## config.mk

```make
export PLATFORM = sky130hd
export DESIGN_NAME = mdw_div_step
export DESIGN_NICKNAME = d
export VERILOG_FILES = /design/src/hdl/mdw_pkg.sv /design/src/hdl/mdw_div_step.sv
export SDC_FILE = /design/constraint.sdc
export NUM_CORES = 1
export LEC_CHECK = 0
export BUFFER_PORTS_ARGS = -buffer_cell sky130_fd_sc_hd__buf_4
export CAP_MARGIN = 25
export CORE_AREA = 2 2 204 206
export CTS_CLUSTER_DIAMETER = 100
export DETAILED_ROUTE_END_ITERATION = 7
export DIE_AREA = 0 0 206 208
export GPL_TIMING_DRIVEN = 0
export PLACE_DENSITY = 0.47
export SETUP_SLACK_MARGIN = 0.02
export SYNTH_ARGS = -nofsm -noshare
export SYNTH_HDL_FRONTEND = slang
export SYNTH_SLANG_ARGS = --single-unit
```

## constraint.sdc

```tcl
create_clock -name clk -period 0.95 [get_ports clk]
set_clock_uncertainty 0.15 [all_clocks]
set_input_delay 0.285 -clock clk [delete_from_list [all_inputs] [get_ports clk]]
set_output_delay 0.285 -clock clk [all_outputs]
set_load 0.1 [all_outputs]
```

## src/hdl/mdw_pkg.sv

```systemverilog
// Shared widths and stage type for the wide multiply-divide core.
`timescale 1ns / 1ps
package mdw_pkg;
	localparam int unsigned WordW = 64;
	localparam int unsigned HalfW = WordW / 2;
	localparam int unsigned ProdW = 2 * WordW;
	localparam int unsigned DivSteps = ProdW;

	typedef struct packed {
		logic             vld;
		logic             dz;
		logic [WordW-1:0] dvs;
		logic [WordW-1:0] rem;
		logic [ProdW-1:0] num;
	} mdw_div_t;
endpackage

```

## src/hdl/mdw_div_step.sv

```systemverilog
// One registered restoring-division step: one quotient bit per stage.
`timescale 1ns / 1ps
module mdw_div_step
	import mdw_pkg::*;
(
	input  logic     clk,
	input  logic     arst_n,
	input  mdw_div_t in,
	output mdw_div_t out
);
	logic [WordW:0] sh;
	logic [WordW:0] diff;
	logic           ge;
	logic           vld_s1;
	mdw_div_t       dat_s1;

	always_comb begin
		sh   = {in.rem, in.num[ProdW-1]};
		diff = sh - {1'b0, in.dvs};
		ge   = (sh >= {1'b0, in.dvs});
	end

	always_ff @(posedge clk or negedge arst_n) begin
		if (!arst_n) begin
			vld_s1 <= 1'b0;
		end else begin
			vld_s1 <= in.vld;
		end
	end

	always_ff @(posedge clk) begin
		dat_s1.vld <= 1'b0;
		dat_s1.dz  <= in.dz;
		dat_s1.dvs <= in.dvs;
		dat_s1.rem <= ge ? diff[WordW-1:0] : sh[WordW-1:0];
		dat_s1.num <= {in.num[ProdW-2:0], ge};
	end

	always_comb begin
		out     = dat_s1;
		out.vld = vld_s1;
	end
endmodule

```

==> results_dict.tcl, run 1 <==
set metrics [dict create \
    n_fill_cell 3342 \
    drc 0 \
    startpoint_type "input port" \
    power_mw 42.22 \
    fmax_ghz 0.3107 \
    timing.final.ws_setup_ps -2269 \
    hold_path_class "in2reg" \
    numCtsBuffers 30 \
    worstPathMaxFanout 8 \
    most-common-layout-cells "276 x buf_4, 263 x buf_12, 258 x dlygate4sd3_1" \
    violations "negative hold slack, negative setup slack" \
    peakVddDrop_mv 1.350 \
    drt-initial-drc-count 320 \
    holdPathStages 1 \
    drv_cap 0 \
    fin_area_sq_um 22880 \
    clock_sinks 258 \
    slowest_delay_ps 370 \
    boundaryPins 518 \
    worst_path_dominant_cell_family "compound AO/OA/AOI/OAI gates" \
    final_common_cell "buf_4" \
    finish.utilization_pct 56.41 \
    rows 74 \
    worstSetupEndpoint "out[131]" \
    tns_ps -290860 \
    cts_tree "yes" \
    crit_type "in2reg" \
    relSlewSlack_pct 59.01 \
    finalCritPeriodShare_pct 338.8 \
    async_flop_share_pct 0.3876 \
    final-setup-viol-count 323 \
    required_ps 1260 \
    core-area_sq_um 40550 \
    root_buffer "clkbuf_16" \
    grt_max_degree 16 \
    gr-usage-all-layers_pct 20.85 \
    startpoint "in[193]" \
    path_common_cell "buf_12" \
    antenna_cells 0 \
    antenna_found_initial 1 \
    syn_nets 1276 \
    dieHeight_microns 208 \
    synth-main-ff-cell "dfxtp_1" \
    crit_arrival_ps 3530 \
    clk_path_buf_depth 3 \
    instances_no_fill 2330 \
    vias 10280 \
    die_area_sq_um 42850 \
    dp_cells 2001 \
    synth-edff-count 0 \
    cp.depth 18 \
    tightest_slew_ps 612.1 \
    gp_congestion 0.8414 \
    nNetsFinal 2100 \
    multi_input_area_sq_um 4720 \
    grt_overflow 0 \
    hold_viol 2 \
    crit_slowest_cell "o31a_1" \
    drive_above_1_share_pct 53.78 \
    whs_ps -319.3 \
    regArea_sq_um 6117 \
    worst-path-buf-inv 7 \
    ys_warn_count 0 \
    grt_pass1_vias 11080 \
    wl_per_cell_microns 19.83 \
    dp_hpwl_mm 33.97 \
    power_density_nw_per_um2 1846 \
    post-place-ws_ps -3547 \
    drt-vias-per-instance 4.412 \
    layout_min_cycle_time_ps 3219 \
    routed_wl_mm 46.21 \
    cp_cell_sequence "buf_12 > inv_12 > ha_4 > nor2b_4 > o21ai_2 > o21a_2 > o31a_1 > o31a_1 > o41ai_4 > buf_4 > a41o_4 > a31oi_4 > o211a_1 > buf_6 > clkinv_8 > buf_12 > buf_12 > mux2_4" \
    yosysUniqueCellTypes 70 \
    start_util_pct 24.75 \
    die_x_microns 206 \
    cts_max_level 1 \
    netlist_area_sq_um 10040 \
    firstDrtPassIters 4 \
    status "finished with violations" \
    syn_to_final_growth_pct 127.9 \
    placed_area_sq_um 15580 \
    syn_inst 951 \
    rsz0062_at_grt "yes" \
    port_buffers 517 \
    cp-end-kind "flop" \
    avgSynthCellArea_sq_um 10.55 \
    cellLeakagePower_nw 10.15 \
    grt_first_pass_wirelength_mm 68.24 \
    slew_viol_final 0 \
    ys_ff_latch 258 \
    ant_nets 0 \
    clk_pin_slew_ps 60 \
    ys_seq_area_share_pct 51.51 \
]
==> worst min path at each step <==
stage / start / to / slack, ps
6_report: in[192] / out[192] / -320
5_1_grt: in[192] / out[192] / -360
4_1_cts: in[192] / out[192] / -350
3_5_place_dp: arst_n / vld_s1 / -90
3_3_place_gp: arst_n / vld_s1 / -90
2_1_floorplan: arst_n / vld_s1 / -160
==> where the power goes <==
group          switching (mW)  total, mW  internal, mW
clock                    4.72       11.0          6.33
sequential              0.878       12.8          11.9
combinational            11.0       18.4          7.35
==> cells in the mapped netlist, drive strengths merged (4+ instances only) <==
library cell    n  area [sq um]
mux2i           5         50.05
nand3          10         50.05
xor2           19         166.4
xnor2          37         324.1
o21bai         13         97.59
inv            80         300.3
mux2           58         679.4
clkbuf         19         71.32
nor3            9         45.04
nor2           37         138.9
a21boi          5         37.54
dfxtp         257          5145
o21ai          36         180.2
nand2          58         217.7
a21o           36         270.3
and3           11         68.82
nor2b           8         52.55
a211oi          7         52.55
o31ai           7         52.55
a31oi           9         71.32
a211o           4         35.03
nand4          15         93.84
nand2b          4         25.02
a21oi          71         355.3
ha             64         800.8
buf             9         93.84
==> state kept, by name, indices dropped and copies added (netlist names) <==
name    flops
out       257
vld_s1      1
==> area by class of cell <==
cell class              instances  share of cell area, %
repair buffers                802                  43.61
flip-flops and latches        258                  26.74
multi-input cells             584                  20.63
clock buffers                  36                  3.380
well taps                     532                  2.910
inverters                      81                  1.438
clock inverters                19                 0.7001
plain buffers                  18                 0.5907
==> per-layer routing <==
layer  vias up  wire length [microns]  GRT usage, %
li1       4978                      -             -
met1      4889                  17440         22.99
met2       339                  24120         38.86
met3        73                   3202         4.997
met4         2                   1430         6.478
met5         -                     18             0
==> what timing repair did <==
action,4_1_cts,5_1_grt
gates cloned,1,0
pin swaps,12,15
hold endpoints to repair,258,3
setup endpoints to repair,323,323
gates resized for setup,818,42
setup buffers,12,14
hold buffers,256,2
==> logic make-up (layout without fill, tap and decap cells) <==
group                      Yosys count  count (layout)  share of synthesized area (%)
DFF                                258             258                          51.51
buffers and inverters              109             956                          4.725
muxes                               63              63                          7.268
AOI/OAI and AO/OA                  225             225                          14.87
xor gates and xnor gates            56              56                          4.887
and+or+nand+nor                    175             175                          8.564
adders and majority gates           65              65                          8.178
(Power assumes the default switching activity.)
==> run 2, diff against run 1 <==
Settings changed: CAP_MARGIN 25 to 20, CELL_PAD_IN_SITES_DETAIL_PLACEMENT set to 1, CELL_PAD_IN_SITES_GLOBAL_PLACEMENT set to 1, CORE_AREA 2 2 204 206 to 5 5 197 199, DIE_AREA 0 0 206 208 to 0 0 202 204, PLACE_DENSITY 0.47 to 0.66.
==> results_dict.tcl, run 2 (synthesis results as in run 1) <==
set metrics [dict create \
    status "finished with violations" \
    violations "negative hold slack, negative setup slack" \
    worst-path-buf-inv 5 \
    drc 0 \
    antenna_found_initial 11 \
    most-common-layout-cells "269 x buf_4, 268 x buf_12, 257 x dlygate4sd3_1" \
    hold_path_class "in2reg" \
    clk_pin_slew_ps 60 \
    cp.depth 16 \
    core-area_sq_um 37040 \
    final-setup-viol-count 324 \
    worst_path_dominant_cell_family "compound AO/OA/AOI/OAI gates" \
    grt_pass1_vias 12830 \
    clk_path_buf_depth 3 \
    ant_nets 0 \
    placed_area_sq_um 15510 \
    finish.utilization_pct 62.37 \
    port_buffers 517 \
    firstDrtPassIters 4 \
    dieHeight_microns 204 \
    timing.final.ws_setup_ps -2401 \
    gr-usage-all-layers_pct 30.14 \
    drv_cap 0 \
    vias 11200 \
    drt-initial-drc-count 510 \
    fmax_ghz 0.2984 \
    crit_arrival_ps 3660 \
    rsz0062_at_grt "yes" \
    routed_wl_mm 65.64 \
    finalCritPeriodShare_pct 352.8 \
    root_buffer "clkbuf_16" \
    grt_max_degree 17 \
    layout_min_cycle_time_ps 3351 \
    instances_no_fill 2281 \
    rows 71 \
    boundaryPins 518 \
    cts_tree "yes" \
    crit_slowest_cell "o31a_1" \
    dp_hpwl_mm 36.29 \
    syn_to_final_growth_pct 130.2 \
    grt_first_pass_wirelength_mm 92.85 \
    cp-end-kind "flop" \
    largest_register_ffs 257 \
    drt-vias-per-instance 4.908 \
    worstPathMaxFanout 5 \
    tns_ps -307920 \
    dp_cells 1943 \
    wl_per_cell_microns 28.77 \
    die_x_microns 202 \
    crit_type "in2reg" \
    final_common_cell "buf_4" \
    startpoint_type "input port" \
    slew_viol_final 0 \
    regArea_sq_um 6117 \
    tightest_slew_ps 626.4 \
    grt_overflow 0 \
    hold_viol 3 \
    gp_congestion 0.8423 \
    cellLeakagePower_nw 10.36 \
    fin_area_sq_um 23100 \
    holdPathStages 1 \
    start_util_pct 27.09 \
    peakVddDrop_mv 1.472 \
    clock_sinks 258 \
    multi_input_area_sq_um 4760 \
    drive_above_1_share_pct 53.44 \
    relSlewSlack_pct 58.04 \
    required_ps 1260 \
    cp_cell_sequence "buf_6 > ha_4 > a21o_1 > a31oi_2 > o21a_2 > o31a_1 > o31a_1 > o41ai_4 > a41o_4 > a31oi_4 > o211a_1 > buf_8 > clkinv_8 > buf_6 > buf_16 > mux2_2" \
    cts_max_level 1 \
    numCtsBuffers 30 \
    die_area_sq_um 41210 \
    whs_ps -313.1 \
    power_density_nw_per_um2 1940 \
    nNetsFinal 2105 \
    slowest_delay_ps 380 \
    n_fill_cell 3541 \
]
[run 2: cell count changes in the layout (fill, tap and decap cells not counted), moves of 4 or more]
cell      previous run  this run
a21oi_1             62        66
a21oi_2              9         5
buf_12             263       268
buf_4              276       269
clkbuf_1            16        20
diode_2              0         5
mux2_2              43        21
mux2_4              15        37
[run 2: timing repair]
item                       CTS  global route
buffers inserted            21             7
setup endpoints to repair  323           324
gates resized for setup    827            71
hold buffers               254             3
hold endpoints to repair   258             5
pin swaps                   12            11
gates cloned                 5             0
[run 2: path summary, 6_finish.rpt]
check / start / endpoint
max in group asynchronous: arst_n / vld_s1
hold / removal: in[192] / out[192]
setup / recovery: in[131] / out[151]
min in group asynchronous: arst_n / vld_s1
[run 2: per-layer routing]
layer  wire length [microns]  global-route usage, %  vias to the layer above
met4                    4777                  17.75                       16
li1                        -                      -                     4993
met2                   33710                  55.26                      539
met5                     115                      0                        -
met3                    4568                  8.569                      208
met1                   22460                  30.45                     5439
[run 2: through the flow]
stage / worst slack (ps) / hold slack, ps / total power, mW
after global routing: -2446 / -344.5 / 46.06
after CTS: -2504 / -353.6 / 43.51
after detailed placement: -3529 / -87.17 / 26.80
after floorplan: -2527 / -160.6 / 23.12
after global placement: -3480 / -89.62 / 26.71
final: -2401 / -313.1 / 44.83
[run 2: where the power goes]
part	switching (mW)	internal, mW	total, mW
Combinational	11.8	7.63	19.5
Clock	5.25	7.17	12.4
Sequential	1.01	11.9	12.9
[run 2: area by class of cell]
class                           instances  share of cell area [%]
Timing Repair Buffer                  806                   43.79
Sequential cell                       258                   26.48
Multi-Input combinational cell        584                   20.60
Clock buffer                           38                   3.379
Tap cell                              474                   2.567
Inverter                               81                   1.435
Clock inverter                         16                  0.9802
Buffer                                 19                  0.7149
Antenna cell                            5                 0.05416
